--- config.mk ---
export PLATFORM = sky130hd
export DESIGN_NAME = line_field_char_selector_top
export DESIGN_NICKNAME = d
export VERILOG_FILES = /design/src/sv/lfcs_pkg.sv /design/src/sv/lfcs_ctrl.sv /design/src/sv/lfcs_datapath.sv /design/src/sv/line_field_char_selector_top.sv
export SDC_FILE = /design/constraint.sdc
export NUM_CORES = 2
export LEC_CHECK = 0
export BUFFER_PORTS_ARGS = -buffer_cell sky130_fd_sc_hd__buf_2
export CAP_MARGIN = 20
export CORE_ASPECT_RATIO = 1.4
export CORE_MARGIN = 5
export CORE_UTILIZATION = 55
export CTS_CLUSTER_SIZE = 14
export DETAILED_ROUTE_END_ITERATION = 6
export PLACE_DENSITY = 0.83
export SLEW_MARGIN = 0
export SYNTH_ARGS = -nofsm -noshare
export SYNTH_HDL_FRONTEND = slang
export SYNTH_SLANG_ARGS = --single-unit
--- constraint.sdc ---
create_clock -name clock -period 14.1 [get_ports clock]
set_clock_uncertainty 0.15 [all_clocks]
set_input_delay 2.82 -clock clock [delete_from_list [all_inputs] [get_ports clock]]
set_output_delay 2.82 -clock clock [all_outputs]
set_load 0.05 [all_outputs]
--- src/sv/lfcs_pkg.sv ---
package lfcs_pkg;

   localparam int LINE_MAX_DEFAULT = 63;

   // Range slots compared by the selector, two per 64-bit range register.
   localparam int RANGE_REGS  = 6;
   localparam int RANGE_SLOTS = 12;
   localparam int POS_W       = 16;

   localparam logic [7:0] NEWLINE_BYTE = 8'd10;
   localparam logic [7:0] TAB_BYTE     = 8'd9;

   // Configuration register indexes.
   localparam logic [2:0] CSR_SELECT_MODE = 3'd0;
   localparam logic [2:0] CSR_FIELD_DELIM = 3'd1;
   localparam logic [2:0] CSR_RANGE_FIRST = 3'd2;
   localparam logic [2:0] CSR_RANGE_LAST  = 3'd7;

   typedef logic [RANGE_REGS-1:0][63:0] range_regs_type;

   typedef enum logic [3:0] {
      ST_IDLE     = 4'b0001,
      ST_DRAIN_RD = 4'b0010,
      ST_DRAIN_WR = 4'b0100,
      ST_TAIL     = 4'b1000
   } ctrl_state_type;

   typedef struct packed {
      logic accept;
      logic load_drain;
      logic load_tail;
   } ctrl_cmd_type;

   typedef struct packed {
      logic out_free;
      logic drain_need;
      logic drain_last;
      logic has_tail;
   } ctrl_sts_type;

   // True when some used slot covers the position: lo != 0, lo <= pos and
   // either hi is zero (open-ended) or pos <= hi.
   function automatic logic is_selected(input range_regs_type ranges,
                                        input logic [POS_W-1:0] pos);
      logic [POS_W-1:0] lo;
      logic [POS_W-1:0] hi;
      logic             hit;
      hit = 1'b0;
      for (int k = 0; k < RANGE_SLOTS; k++) begin
         lo = ranges[k/2][(k%2)*32 +: POS_W];
         hi = ranges[k/2][(k%2)*32 + POS_W +: POS_W];
         if ((lo != '0) && (pos >= lo) && ((hi == '0) || (pos <= hi))) begin
            hit = 1'b1;
         end
      end
      return hit;
   endfunction

endpackage

--- src/sv/lfcs_ctrl.sv ---
module lfcs_ctrl (
   input  logic                 clock,
   input  logic                 reset,
   input  logic                 req_valid,
   output logic                 req_stall,
   input  lfcs_pkg::ctrl_sts_type sts,
   output lfcs_pkg::ctrl_cmd_type cmd
);
   import lfcs_pkg::*;

   ctrl_state_type state_ff;
   ctrl_state_type state_in;

   always_comb begin
      state_in       = state_ff;
      cmd.accept     = 1'b0;
      cmd.load_drain = 1'b0;
      cmd.load_tail  = 1'b0;
      unique case (state_ff)
         ST_IDLE: begin
            cmd.accept = req_valid && sts.out_free;
            if (cmd.accept && sts.drain_need) begin
               state_in = ST_DRAIN_RD;
            end
         end
         ST_DRAIN_RD: begin
            state_in = ST_DRAIN_WR;
         end
         ST_DRAIN_WR: begin
            if (sts.out_free) begin
               cmd.load_drain = 1'b1;
               if (!sts.drain_last) begin
                  state_in = ST_DRAIN_RD;
               end else if (sts.has_tail) begin
                  state_in = ST_TAIL;
               end else begin
                  state_in = ST_IDLE;
               end
            end
         end
         ST_TAIL: begin
            if (sts.out_free) begin
               cmd.load_tail = 1'b1;
               state_in      = ST_IDLE;
            end
         end
         default: begin
            state_in = ST_IDLE;
         end
      endcase
   end

   assign req_stall = (state_ff != ST_IDLE) || !sts.out_free;

   always_ff @(posedge clock) begin
      if (reset) begin
         state_ff <= ST_IDLE;
      end else begin
         state_ff <= state_in;
      end
   end

   a_rd_then_wr: assert property (@(posedge clock) disable iff (reset)
      state_ff == ST_DRAIN_RD |=> state_ff == ST_DRAIN_WR)
      else $error("drain read not followed by drain write");

   a_drain_done: assert property (@(posedge clock) disable iff (reset)
      cmd.load_drain && sts.drain_last && !sts.has_tail |=> state_ff == ST_IDLE)
      else $error("drain without tail did not return to idle");

   a_drain_start: assert property (@(posedge clock) disable iff (reset)
      cmd.accept && sts.drain_need |=> state_ff == ST_DRAIN_RD)
      else $error("buffered field drain did not start");

endmodule

--- src/sv/lfcs_datapath.sv ---
module lfcs_datapath #(
   parameter int LINE_MAX = lfcs_pkg::LINE_MAX_DEFAULT
) (
   input  logic                 clock,
   input  logic                 reset,
   input  logic [7:0]           req_in_byte,
   input  logic                 req_stream_end,
   output logic                 rsp_valid,
   input  logic                 rsp_stall,
   output logic [7:0]           rsp_out_byte,
   output logic                 rsp_last_of_run,
   input  logic                 csr_wr_en,
   input  logic [2:0]           csr_index,
   input  logic [63:0]          csr_wdata,
   input  lfcs_pkg::ctrl_cmd_type cmd,
   output lfcs_pkg::ctrl_sts_type sts
);
   import lfcs_pkg::*;

   localparam int CPW = $clog2(LINE_MAX + 1);
   localparam int FNW = $clog2(LINE_MAX + 2);
   localparam int LW  = $clog2(LINE_MAX + 1);
   localparam int AW  = (LINE_MAX > 1) ? $clog2(LINE_MAX) : 1;

   // Configuration registers.
   logic           mode_ff,   mode_in;
   logic [7:0]     delim_ff,  delim_in;
   range_regs_type ranges_ff, ranges_in;

   // Line state.
   logic [CPW-1:0] cp_ff,  cp_in;
   logic [FNW-1:0] fn_ff,  fn_in;
   logic           ds_ff,  ds_in;
   logic           ps_ff,  ps_in;
   logic [LW-1:0]  len_ff, len_in;

   // Drain bookkeeping.
   logic [LW-1:0]  drain_len_ff, drain_len_in;
   logic [LW-1:0]  drain_idx_ff, drain_idx_in;
   logic [LW-1:0]  drain_idx_next;
   logic [7:0]     tail_byte_ff, tail_byte_in;
   logic           has_tail_ff,  has_tail_in;

   // Output register.
   logic           out_valid_ff, out_valid_in;
   logic [7:0]     out_byte_ff,  out_byte_in;
   logic           out_last_ff,  out_last_in;

   // First-field buffer.
   logic [7:0]     field_mem [LINE_MAX];
   logic [7:0]     rd_data_ff;

   logic           out_free;
   logic           is_nl;
   logic           is_delim;
   logic           in_line;
   logic           end_case;
   logic [CPW-1:0] cp_inc;
   logic [FNW-1:0] fn_inc;
   logic [FNW-1:0] pos_field;
   logic [POS_W-1:0] sel_pos;
   logic           sel_hit;
   logic           sel_one;
   logic           ps_mid;
   logic           emit_flag;
   logic [7:0]     emit_byte;
   logic           drain_need;
   logic           store_en;

   assign out_free = !out_valid_ff || !rsp_stall;

   assign is_nl    = req_in_byte == NEWLINE_BYTE;
   assign is_delim = req_in_byte == delim_ff;
   assign in_line  = !req_stream_end && !is_nl && (cp_ff < CPW'(LINE_MAX));
   assign end_case = req_stream_end ? (cp_ff != '0) : is_nl;
   assign cp_inc   = cp_ff + 1'b1;
   assign fn_inc   = (fn_ff <= FNW'(LINE_MAX)) ? fn_ff + 1'b1 : fn_ff;

   assign pos_field = is_delim ? fn_inc : fn_ff;
   assign sel_pos   = mode_ff ? POS_W'(pos_field) : POS_W'(cp_inc);
   assign sel_hit   = is_selected(ranges_ff, sel_pos);
   assign sel_one   = is_selected(ranges_ff, POS_W'(1));
   assign ps_mid    = ps_ff || (!ds_ff && sel_one);

   assign drain_idx_next = drain_idx_ff + 1'b1;

   // Decide what the offered item produces.
   always_comb begin
      emit_flag  = 1'b0;
      emit_byte  = req_in_byte;
      drain_need = 1'b0;
      store_en   = 1'b0;
      if (end_case) begin
         emit_flag  = 1'b1;
         emit_byte  = NEWLINE_BYTE;
         drain_need = mode_ff && !ds_ff && (len_ff != '0);
      end else if (in_line) begin
         if (!mode_ff) begin
            emit_flag = sel_hit;
         end else if (is_delim) begin
            drain_need = !ds_ff && sel_one && (len_ff != '0);
            emit_flag  = sel_hit && ps_mid;
         end else if (!ds_ff) begin
            store_en = len_ff < LW'(LINE_MAX);
         end else begin
            emit_flag = sel_hit;
         end
      end
   end

   // Line state and configuration updates.
   always_comb begin
      mode_in   = mode_ff;
      delim_in  = delim_ff;
      ranges_in = ranges_ff;
      cp_in     = cp_ff;
      fn_in     = fn_ff;
      ds_in     = ds_ff;
      ps_in     = ps_ff;
      len_in    = len_ff;
      if (csr_wr_en) begin
         unique case (csr_index) inside
            CSR_SELECT_MODE: mode_in  = csr_wdata[0];
            CSR_FIELD_DELIM: delim_in = csr_wdata[7:0];
            [CSR_RANGE_FIRST:CSR_RANGE_LAST]: begin
               ranges_in[csr_index - CSR_RANGE_FIRST] = csr_wdata;
            end
            default: ;
         endcase
      end
      if (cmd.accept) begin
         if (end_case) begin
            cp_in  = '0;
            fn_in  = FNW'(1);
            ds_in  = 1'b0;
            ps_in  = 1'b0;
            len_in = '0;
         end else if (in_line) begin
            cp_in = cp_inc;
            if (mode_ff && is_delim) begin
               ds_in = 1'b1;
               fn_in = fn_inc;
               ps_in = ps_mid || sel_hit;
            end else if (store_en) begin
               len_in = len_ff + 1'b1;
            end
         end
      end
   end

   // Drain setup and the output register.
   always_comb begin
      drain_len_in = drain_len_ff;
      drain_idx_in = drain_idx_ff;
      tail_byte_in = tail_byte_ff;
      has_tail_in  = has_tail_ff;
      out_valid_in = out_valid_ff && rsp_stall;
      out_byte_in  = out_byte_ff;
      out_last_in  = out_last_ff;
      if (cmd.accept && drain_need) begin
         drain_len_in = len_ff;
         drain_idx_in = '0;
         tail_byte_in = emit_byte;
         has_tail_in  = emit_flag;
      end else if (cmd.accept && emit_flag) begin
         out_valid_in = 1'b1;
         out_byte_in  = emit_byte;
         out_last_in  = 1'b1;
      end
      if (cmd.load_drain) begin
         out_valid_in = 1'b1;
         out_byte_in  = rd_data_ff;
         out_last_in  = sts.drain_last && !has_tail_ff;
         drain_idx_in = drain_idx_next;
      end
      if (cmd.load_tail) begin
         out_valid_in = 1'b1;
         out_byte_in  = tail_byte_ff;
         out_last_in  = 1'b1;
      end
   end

   always_ff @(posedge clock) begin
      if (reset) begin
         mode_ff      <= 1'b0;
         delim_ff     <= TAB_BYTE;
         ranges_ff    <= '0;
         cp_ff        <= '0;
         fn_ff        <= FNW'(1);
         ds_ff        <= 1'b0;
         ps_ff        <= 1'b0;
         len_ff       <= '0;
         out_valid_ff <= 1'b0;
      end else begin
         mode_ff      <= mode_in;
         delim_ff     <= delim_in;
         ranges_ff    <= ranges_in;
         cp_ff        <= cp_in;
         fn_ff        <= fn_in;
         ds_ff        <= ds_in;
         ps_ff        <= ps_in;
         len_ff       <= len_in;
         out_valid_ff <= out_valid_in;
      end
   end

   always_ff @(posedge clock) begin
      drain_len_ff <= drain_len_in;
      drain_idx_ff <= drain_idx_in;
      tail_byte_ff <= tail_byte_in;
      has_tail_ff  <= has_tail_in;
      out_byte_ff  <= out_byte_in;
      out_last_ff  <= out_last_in;
   end

   always_ff @(posedge clock) begin
      if (cmd.accept && store_en) begin
         field_mem[len_ff[AW-1:0]] <= req_in_byte;
      end
      rd_data_ff <= field_mem[drain_idx_ff[AW-1:0]];
   end

   assign sts.out_free   = out_free;
   assign sts.drain_need = drain_need;
   assign sts.drain_last = drain_idx_next == drain_len_ff;
   assign sts.has_tail   = has_tail_ff;

   assign rsp_valid       = out_valid_ff;
   assign rsp_out_byte    = out_byte_ff;
   assign rsp_last_of_run = out_last_ff;

   a_drain_in_range: assert property (@(posedge clock) disable iff (reset)
      cmd.load_drain |-> drain_idx_ff < drain_len_ff)
      else $error("drain index ran past the buffered length");

   a_load_when_free: assert property (@(posedge clock) disable iff (reset)
      cmd.load_drain || cmd.load_tail |-> out_free)
      else $error("output register overwritten while occupied");

   a_cmd_exclusive: assert property (@(posedge clock) disable iff (reset)
      cmd.accept |-> !cmd.load_drain && !cmd.load_tail)
      else $error("item accepted during a drain");

endmodule

--- src/sv/line_field_char_selector_top.sv ---
// Channel   Direction  Handshake                 Payload
// req       in         req_valid / req_stall     req_in_byte, req_stream_end
// rsp       out        rsp_valid / rsp_stall     rsp_out_byte, rsp_last_of_run
// csr       in         csr_wr_en                 csr_index, csr_wdata
//
// An item that yields at most one byte is taken while the output register
// is free or emptied in that cycle. Draining the buffered first field does a
// registered buffer read, then an output load, for each byte, then loads a
// trailing delimiter or newline if one is due, with intake stalled meanwhile.
// Reset is synchronous and clears configuration and line state; the field
// buffer needs no clearing. A stall on rsp holds the output item and intake.
module line_field_char_selector_top #(
   parameter int LINE_MAX = lfcs_pkg::LINE_MAX_DEFAULT
) (
   input  logic        clock,
   input  logic        reset,
   input  logic        req_valid,
   output logic        req_stall,
   input  logic [7:0]  req_in_byte,
   input  logic        req_stream_end,
   output logic        rsp_valid,
   input  logic        rsp_stall,
   output logic [7:0]  rsp_out_byte,
   output logic        rsp_last_of_run,
   input  logic        csr_wr_en,
   input  logic [2:0]  csr_index,
   input  logic [63:0] csr_wdata
);
   import lfcs_pkg::*;

   // Commands from the sequencer and status back from the datapath.
   ctrl_cmd_type cmd;
   ctrl_sts_type sts;

   // The controller sequences the drain of the first-field buffer and the
   // byte that follows it; everything else happens on the accepting edge.
   lfcs_ctrl u_ctrl (
      .clock     (clock),
      .reset     (reset),
      .req_valid (req_valid),
      .req_stall (req_stall),
      .sts       (sts),
      .cmd       (cmd)
   );

   // The datapath holds configuration, line counters, the field buffer and
   // the output register, and evaluates the range selection.
   lfcs_datapath #(
      .LINE_MAX (LINE_MAX)
   ) u_datapath (
      .clock           (clock),
      .reset           (reset),
      .req_in_byte     (req_in_byte),
      .req_stream_end  (req_stream_end),
      .rsp_valid       (rsp_valid),
      .rsp_stall       (rsp_stall),
      .rsp_out_byte    (rsp_out_byte),
      .rsp_last_of_run (rsp_last_of_run),
      .csr_wr_en       (csr_wr_en),
      .csr_index       (csr_index),
      .csr_wdata       (csr_wdata),
      .cmd             (cmd),
      .sts             (sts)
   );

endmodule

# After elaboration in Yosys (flattened, before gate mapping)
# Memory sizes are Yosys's and may differ from the RTL's. A register that Yosys moved wholly into a read port is not among the register bits.
# Index checks and enable logic that the tools add are counted.
dict set report op_classes {
  n_addsub 5
  n_mux 86
  n_lt_le_gt_ge 55
  n_reduce_logical 142
  n_eq_ne 15
}
# cell count
set op_table {}
lappend op_table {{bitwise mux 384 bit} 1}
lappend op_table {{demux 64 bit (select 3 bit)} 1}
lappend op_table {{greater-or-equal comparator 1 x 16 -> 1 bit, first input constant} 12}
lappend op_table {{greater-or-equal comparator 16 bit} 12}
lappend op_table {{<= comparator 1 x 16 -> 1 bit, first input constant} 12}
lappend op_table {{<= comparator 16 bit} 12}
lappend op_table {{logical NOT 16 bit} 12}
lappend op_table {{nonzero test 16 bit} 12}
lappend op_table {{logical AND 1 bit} 65}
lappend op_table {{2-to-1 mux 64 bit} 1}
lappend op_table {{2-to-1 mux 1 bit} 58}
lappend op_table {{2-to-1 mux 6 bit} 8}
lappend op_table {{2-to-1 mux 7 bit} 6}
lappend op_table {{2-to-1 mux 8 bit} 5}
lappend op_table {{logical OR 1 bit} 28}
lappend op_table {{2-to-1 mux 4 bit} 5}
lappend op_table {{adder 6 x 1 -> 6 bit, second input constant} 3}
lappend op_table {{one-hot mux 4 bit (4 select lines)} 1}
lappend op_table {{< comparator 6 bit, second input constant} 2}
lappend op_table {{AND reduction 2 bit} 6}
lappend op_table {{nonzero test 6 bit} 2}
lappend op_table {{nonzero test 2 bit} 5}
lappend op_table {{equality test 8 x 4 -> 1 bit, second input constant} 1}
lappend op_table {{equality test 8 bit} 1}
lappend op_table {{other kinds (22)} 32}
dict set report word_totals {
  mem_bits_rw 504
  in_bits 81
  ff_bits 449
  output_inout_bits 11
  n_memories 1
}
# name depth width rd rd_clocked_by_memory_dff write_ports line
set mem_list {}
lappend mem_list {u_datapath.field_mem 63 8 1 1 1 lfcs_datapath.sv:50} ;# logic [7:0] field_mem [LINE_MAX];

# Depth between registers and ports, before layout
dict set report depth {
  ltp_word 29
  mapped_depth 17
}

# By module
# Synthesis repeated with hierarchy kept, for this count alone.
dict set report hier_totals {
  hier_cells 3616
  hier_area_um2 41263.3
}
# module area_each_um2 cells_per_inst instances seq_area_each_um2
set by_module_without_submodules {}
lappend by_module_without_submodules {lfcs_datapath 40941.8 3582 1 24493.5}
lappend by_module_without_submodules {lfcs_ctrl 321.6 34 1 80.1}

# Worst setup path after synthesis
# No wires, ideal clock.
dict set report synth_path {
  path_type {input to register}
  startpoint {input port req_in_byte[5]}
  endpoint {register u_datapath.out_byte_ff[0] (netlist: u_datapath.rsp_out_byte[0]) (enable)}
  setup_ns 0.374
  path_stages 16
  path_buffers 1
  t_arrival_ns 6.816
  setup_slack_ns 6.760
  t_required_ns 13.576
  cell_sequence {xnor2_1 nand4_1 nor2_1 clkbuf_1 nand2_1 xor2_1 a21oi_1 ha_1 and3_1 a221oi_1 o21ai_0 a311oi_1 a22oi_1 nand4_1 o21ai_1 o21ai_1}
}
dict set report synth_between {
  elab_chain_cells 26
  word_cells_on_any_way 95
  cone_classes {order compare (24); eq/ne (3); mux (24); reduce/logical (44)}
}
# item line
set synth_rtl {}
lappend synth_rtl {{from (decl)} line_field_char_selector_top.sv:19} ;# input logic [7:0] req_in_byte,
lappend synth_rtl {{equality test 8 bit} lfcs_datapath.sv:73} ;# assign is_delim = req_in_byte == delim_ff;
lappend synth_rtl {{2-to-1 mux 7 bit} lfcs_datapath.sv:79} ;# assign pos_field = is_delim ? fn_inc : fn_ff;
lappend synth_rtl {{2-to-1 mux 7 bit} lfcs_datapath.sv:80} ;# assign sel_pos = mode_ff ? POS_W'(pos_field) : POS_W'(cp_inc);
lappend synth_rtl {{greater-or-equal comparator 16 bit / <= comparator 16 bit (equally long branches)} lfcs_pkg.sv:52} ;# if ((lo != '0) && (pos >= lo) && ((hi == '0) || (pos <= hi))) begin
lappend synth_rtl {{logical AND 1 bit / logical OR 1 bit (equally long branches)} lfcs_pkg.sv:52}
lappend synth_rtl {{logical AND 1 bit} lfcs_pkg.sv:52}
lappend synth_rtl {{2-to-1 mux 1 bit (12 in a row)} lfcs_pkg.sv:52}
lappend synth_rtl {{2-to-1 mux 1 bit / logical AND 1 bit (equally long branches)} {lfcs_datapath.sv:103, lfcs_datapath.sv:102}}
lappend synth_rtl {{2-to-1 mux 1 bit} lfcs_datapath.sv:100} ;# end else if (is_delim) begin
lappend synth_rtl {{2-to-1 mux 1 bit} lfcs_datapath.sv:98} ;# if (!mode_ff) begin
lappend synth_rtl {{2-to-1 mux 1 bit} lfcs_datapath.sv:97} ;# end else if (in_line) begin
lappend synth_rtl {{2-to-1 mux 1 bit} lfcs_datapath.sv:93} ;# if (end_case) begin
lappend synth_rtl {{logical AND 1 bit} lfcs_datapath.sv:165} ;# end else if (cmd.accept && emit_flag) begin
lappend synth_rtl {{nonzero test 3 bit (no line)} -}
lappend synth_rtl {{AND reduction 2 bit (no line) (*)} -}
lappend synth_rtl {{to (signal assigned)} lfcs_datapath.sv:212} ;# out_byte_ff <= out_byte_in;
lappend synth_rtl {{to (decl)} lfcs_datapath.sv:46} ;# logic [7:0] out_byte_ff, out_byte_in;
# Every way passes the cells marked *; elsewhere a longest branch is shown, timed or not.
# A chain may end at the register's enable or synchronous reset.

# Final worst setup path
dict set report layout_path {
  startpoint {input port req_in_byte[4]}
  endpoint {register u_datapath.out_byte_ff[3] (netlist: u_datapath.rsp_out_byte[3]) (enable)}
}
# Same word-level chain as after synthesis.

==> key figures <==
Global routing
  • Top Usage Layer GRT: met2
  • First-pass GRT wire length: 166000 um
  • Met3 GRT Util: 0.0470
  • Initial antenna violation count: 7
  • Tot GR Track Use: 0.267
  • Largest net degree at the start of global routing: 138
  • Met1 track utilization from global routing: 0.316
  • Vias in the first global route: 28100
  • GRT overflow: 0
  • M2 GR Usage: 0.469

Logic synthesis
  • Mapped Avg Cell Area: 11.4 um2
  • Syn Inst Count: 3632
  • Most used DFF post-synth: edfxtp_1
  • Fraction of registers with async set/reset: 0
  • Area contributors post-synth: edfxtp_1, dfxtp_1, mux4_2
  • Sequential area share after synthesis: 0.596
  • Synth warn: 0
  • Synth Register Bits: 961
  • Synthesized Nets: 3887
  • Synth Cell Area: 41200 um2
  • Post-synth EDFFs: 533
  • Post-synth top area share: 0.388
  • Synth unique cells: 71
  • Post-synth top area cell: edfxtp_1

Clocking
  • CTS Root Cell: clkbuf_16
  • Post-CTS Setup Bufs: 0
  • PostCTS Resize Cnt: 0
  • Inserted Clock Buffers: 89
  • Cts hold-fix bufs: 0
  • Maximum buffer depth of the clock tree: 3
  • CTS tree: yes
  • Latest clock arrival within the worst-skew pair: 710 ps
  • Clock sinks: 961
  • Clock Pin Slew Worst Setup and Hold Paths: 60 ps
  • H-tree levels: 3

Final layout
  • Nets: 3926
  • Share of cells above drive strength 1: 0.119
  • Commonest cells after routing, fill and taps aside: nand2_1, edfxtp_1, a21oi_1
  • Multi-input gate area: 15400 um2
  • Register area: 24600 um2
  • Most common cell after layout, fill and taps aside: nand2_1
  • Filler cell count: 5533
  • Area Growth Syn to Fin: 10.5%

Critical path
  • Worst setup SP type: input port
  • Critical path's slowest cell: o21ai_1
  • Crit Path Max Fanout: 66
  • Crit path buffers/inverters: 4
  • CP Cell Sequence: buf_2 -> buf_4 -> xnor2_1 -> nand4_1 -> nor2_1 -> buf_4 -> nand2_1 -> xor2_1 -> a21oi_2 -> buf_4 -> ha_1 -> a211oi_1 -> nor2_1 -> o311a_1 -> nor4_1 -> a31oi_1 -> nand4_1 -> o21ai_1 -> o21ai_1
  • Crit end category: flop
  • WP data required: 14240 ps
  • Worst endpoint data arrival time: 7300 ps
  • Max incr delay on CP: 600 ps
  • Family with the most delay on the worst path: compound AO/OA/AOI/OAI gates
  • Crit-path most repeated cell: buf_4
  • WS Path Type: in -> reg

Floorplan
  • FP Rows: 118
  • Die Height: 334 um
  • Core area: 74100 um2
  • Die X: 241 um
  • Die area: 80600 um2
  • Ports: 92
  • Initial Util: 0.556

Placed design
  • GPL Wtd Cong: 0.969
  • Input/output buffers: 91
  • DP Wirelength: 68700 um

Timing
  • Max_slew headroom: 0.232
  • Setup TNS: 0 ps
  • RSZ-0062 raised after global routing: no
  • Final setup fails: 0
  • Final Critical Period: 7150 ps
  • Max frequency: 0.140 GHz
  • Final-report hold violation count: 0
  • Worst-margin pin slew: 1140 ps
  • Worst hold slack: 300 ps
  • Max Slew Vio Count: 0
  • Final Cycle Share: 0.507

Flow run
  • Max Cap Viol: 0

Drt
  • Detail Route Antenna Nets: 0
  • Wire per inst: 23.3 um
  • DRC errors left: 19
  • Via density: 6.17
  • Initial DRC count: 2962
  • Initial DRT Pass Iterations: 7
  • Final WL: 110000 um
  • Vias: 29100

Pwr
  • Worst-case vdd ir drop: 132 uV
  • Leakage power: 15.3 nW
  • Power per cell area: 131 nW/um2

Worst hold path
  • HP Class: reg -> reg

Run status
  • Status: complete, but fails checks
  • Violated checks: DRC
==> synthesized netlist by cell type, drive strengths merged (2+ instances only) <==
| cell type | count |
|---|---|
| o21a | 4 |
| nor3b | 2 |
| a211o | 4 |
| nand2 | 865 |
| o22ai | 9 |
| nor3 | 55 |
| clkbuf | 151 |
| mux4 | 160 |
| xnor2 | 16 |
| a31oi | 18 |
| and2 | 9 |
| o2111ai | 8 |
| o311ai | 3 |
| nor2b | 14 |
| inv | 174 |
| o21ai | 54 |
| a2111oi | 4 |
| xor2 | 15 |
| edfxtp | 533 |
| nand3 | 57 |
| nand2b | 19 |
| nand4 | 26 |
| or4 | 8 |
| nor2 | 161 |
| and3 | 13 |
| ha | 174 |
| a21oi | 458 |
| a221oi | 3 |
| or3 | 8 |
| nor4b | 3 |
| a22oi | 4 |
| a32oi | 4 |
| nor4 | 58 |
| a311oi | 3 |
| nand4b | 4 |
| mux2i | 14 |
| a21o | 17 |
| buf | 29 |
| dfxtp | 428 |
| a211oi | 8 |
| nand3b | 8 |
| o32ai | 6 |
| o21bai | 5 |
==> metrics by stage <==
stage	utilization	setup slack (ps)	std cells	power (mW)	cell area [um2]
after global placement	0.574	6580	4540	3.52	42600
final	0.615	6950	4709	5.95	45600
after detailed placement	0.574	6340	4540	3.53	42600
after floorplan	-	6760	3632	3.35	41200
after global routing	0.615	6510	4705	6.14	45600
after CTS	0.615	7050	4703	5.96	45600
==> metal layers <==
| metal | wire, um | part of all wire |
|---|---|---|
| met4 | 5970 | 0.054 |
| met5 | 0 | 0 |
| met1 | 38500 | 0.35 |
| met3 | 9140 | 0.083 |
| met2 | 56300 | 0.51 |
==> worst reg2reg max path: stages, from the launching register on <==
cell and delay [ps]:
dfxtp_1 440, ha_1 250, nor3_1 90, nor3_1 340, and3_1 260, nand2_1 70
xor2_1 160, a21oi_2 130, buf_4 390, ha_1 340, and3_1 180, a221oi_1 280
o21ai_0 150, a311oi_1 280, a22oi_1 100, nand4_1 180, o21ai_1 170, o21ai_1 600
==> sequential cells by signal, summed over array words and instances, names as in the netlist <==
register / count
u_datapath.rsp_out_byte: 8
u_datapath.fn_ff: 7
u_datapath.drain_idx_ff: 6
u_datapath.ps_ff: 1
u_datapath.mode_ff: 1
u_datapath.ranges_ff: 384
u_datapath.field_mem: 504
u_datapath.rsp_valid: 1
u_datapath.drain_len_ff: 6
u_datapath.delim_ff: 8
u_datapath.tail_byte_ff: 8
u_datapath.ds_ff: 1
u_datapath.len_ff: 6
u_datapath.has_tail_ff: 1
u_datapath.rd_data_ff: 8
u_ctrl.state_ff: 4
u_datapath.cp_ff: 6
u_datapath.rsp_last_of_run: 1
==> final timing paths <==
check                                  from                    endpoint  slack (ps)  cells past startpoint
setup / recovery             req_in_byte[4]  u_datapath.rsp_out_byte[3]        6950                     19
hold / removal    u_datapath.ranges_ff[316]   u_datapath.ranges_ff[316]         300                      2
setup reg to reg        u_datapath.fn_ff[0]  u_datapath.rsp_out_byte[3]        9160                     17
hold reg to reg   u_datapath.ranges_ff[316]   u_datapath.ranges_ff[316]         300                      2
==> area by class of cell <==
class                      count  area share
multi-input combinational   2317       0.337
sequential                   961       0.539
antenna                        6    0.000330
timing repair buffer         128      0.0166
clock buffer                 128      0.0558
inverter                     174      0.0143
clock inverter                35     0.00978
tap                          960      0.0264
==> cells by family (layout without fill, tap and decap cells) <==
group	after synthesis	in the layout	share of synthesized area
other	0	6	0
adders and majority gates	174	174	0.0528
AOI/OAI and AO/OA	620	620	0.0829
and+or+nand+nor	1316	1316	0.137
buffers and inverters	354	465	0.0336
DFF	961	961	0.596
muxes	175	175	0.0910
xor gates and xnor gates	32	32	0.00716
==> where the power goes <==
group	switching (mW)	internal, mW	total, mW
Sequential	0.0310	2.99	3.02
Combinational	0.313	0.152	0.465
Clock	1.09	1.38	2.47
Total	1.44	4.52	5.95
Note: power is estimated with default switching activity, not from simulation.
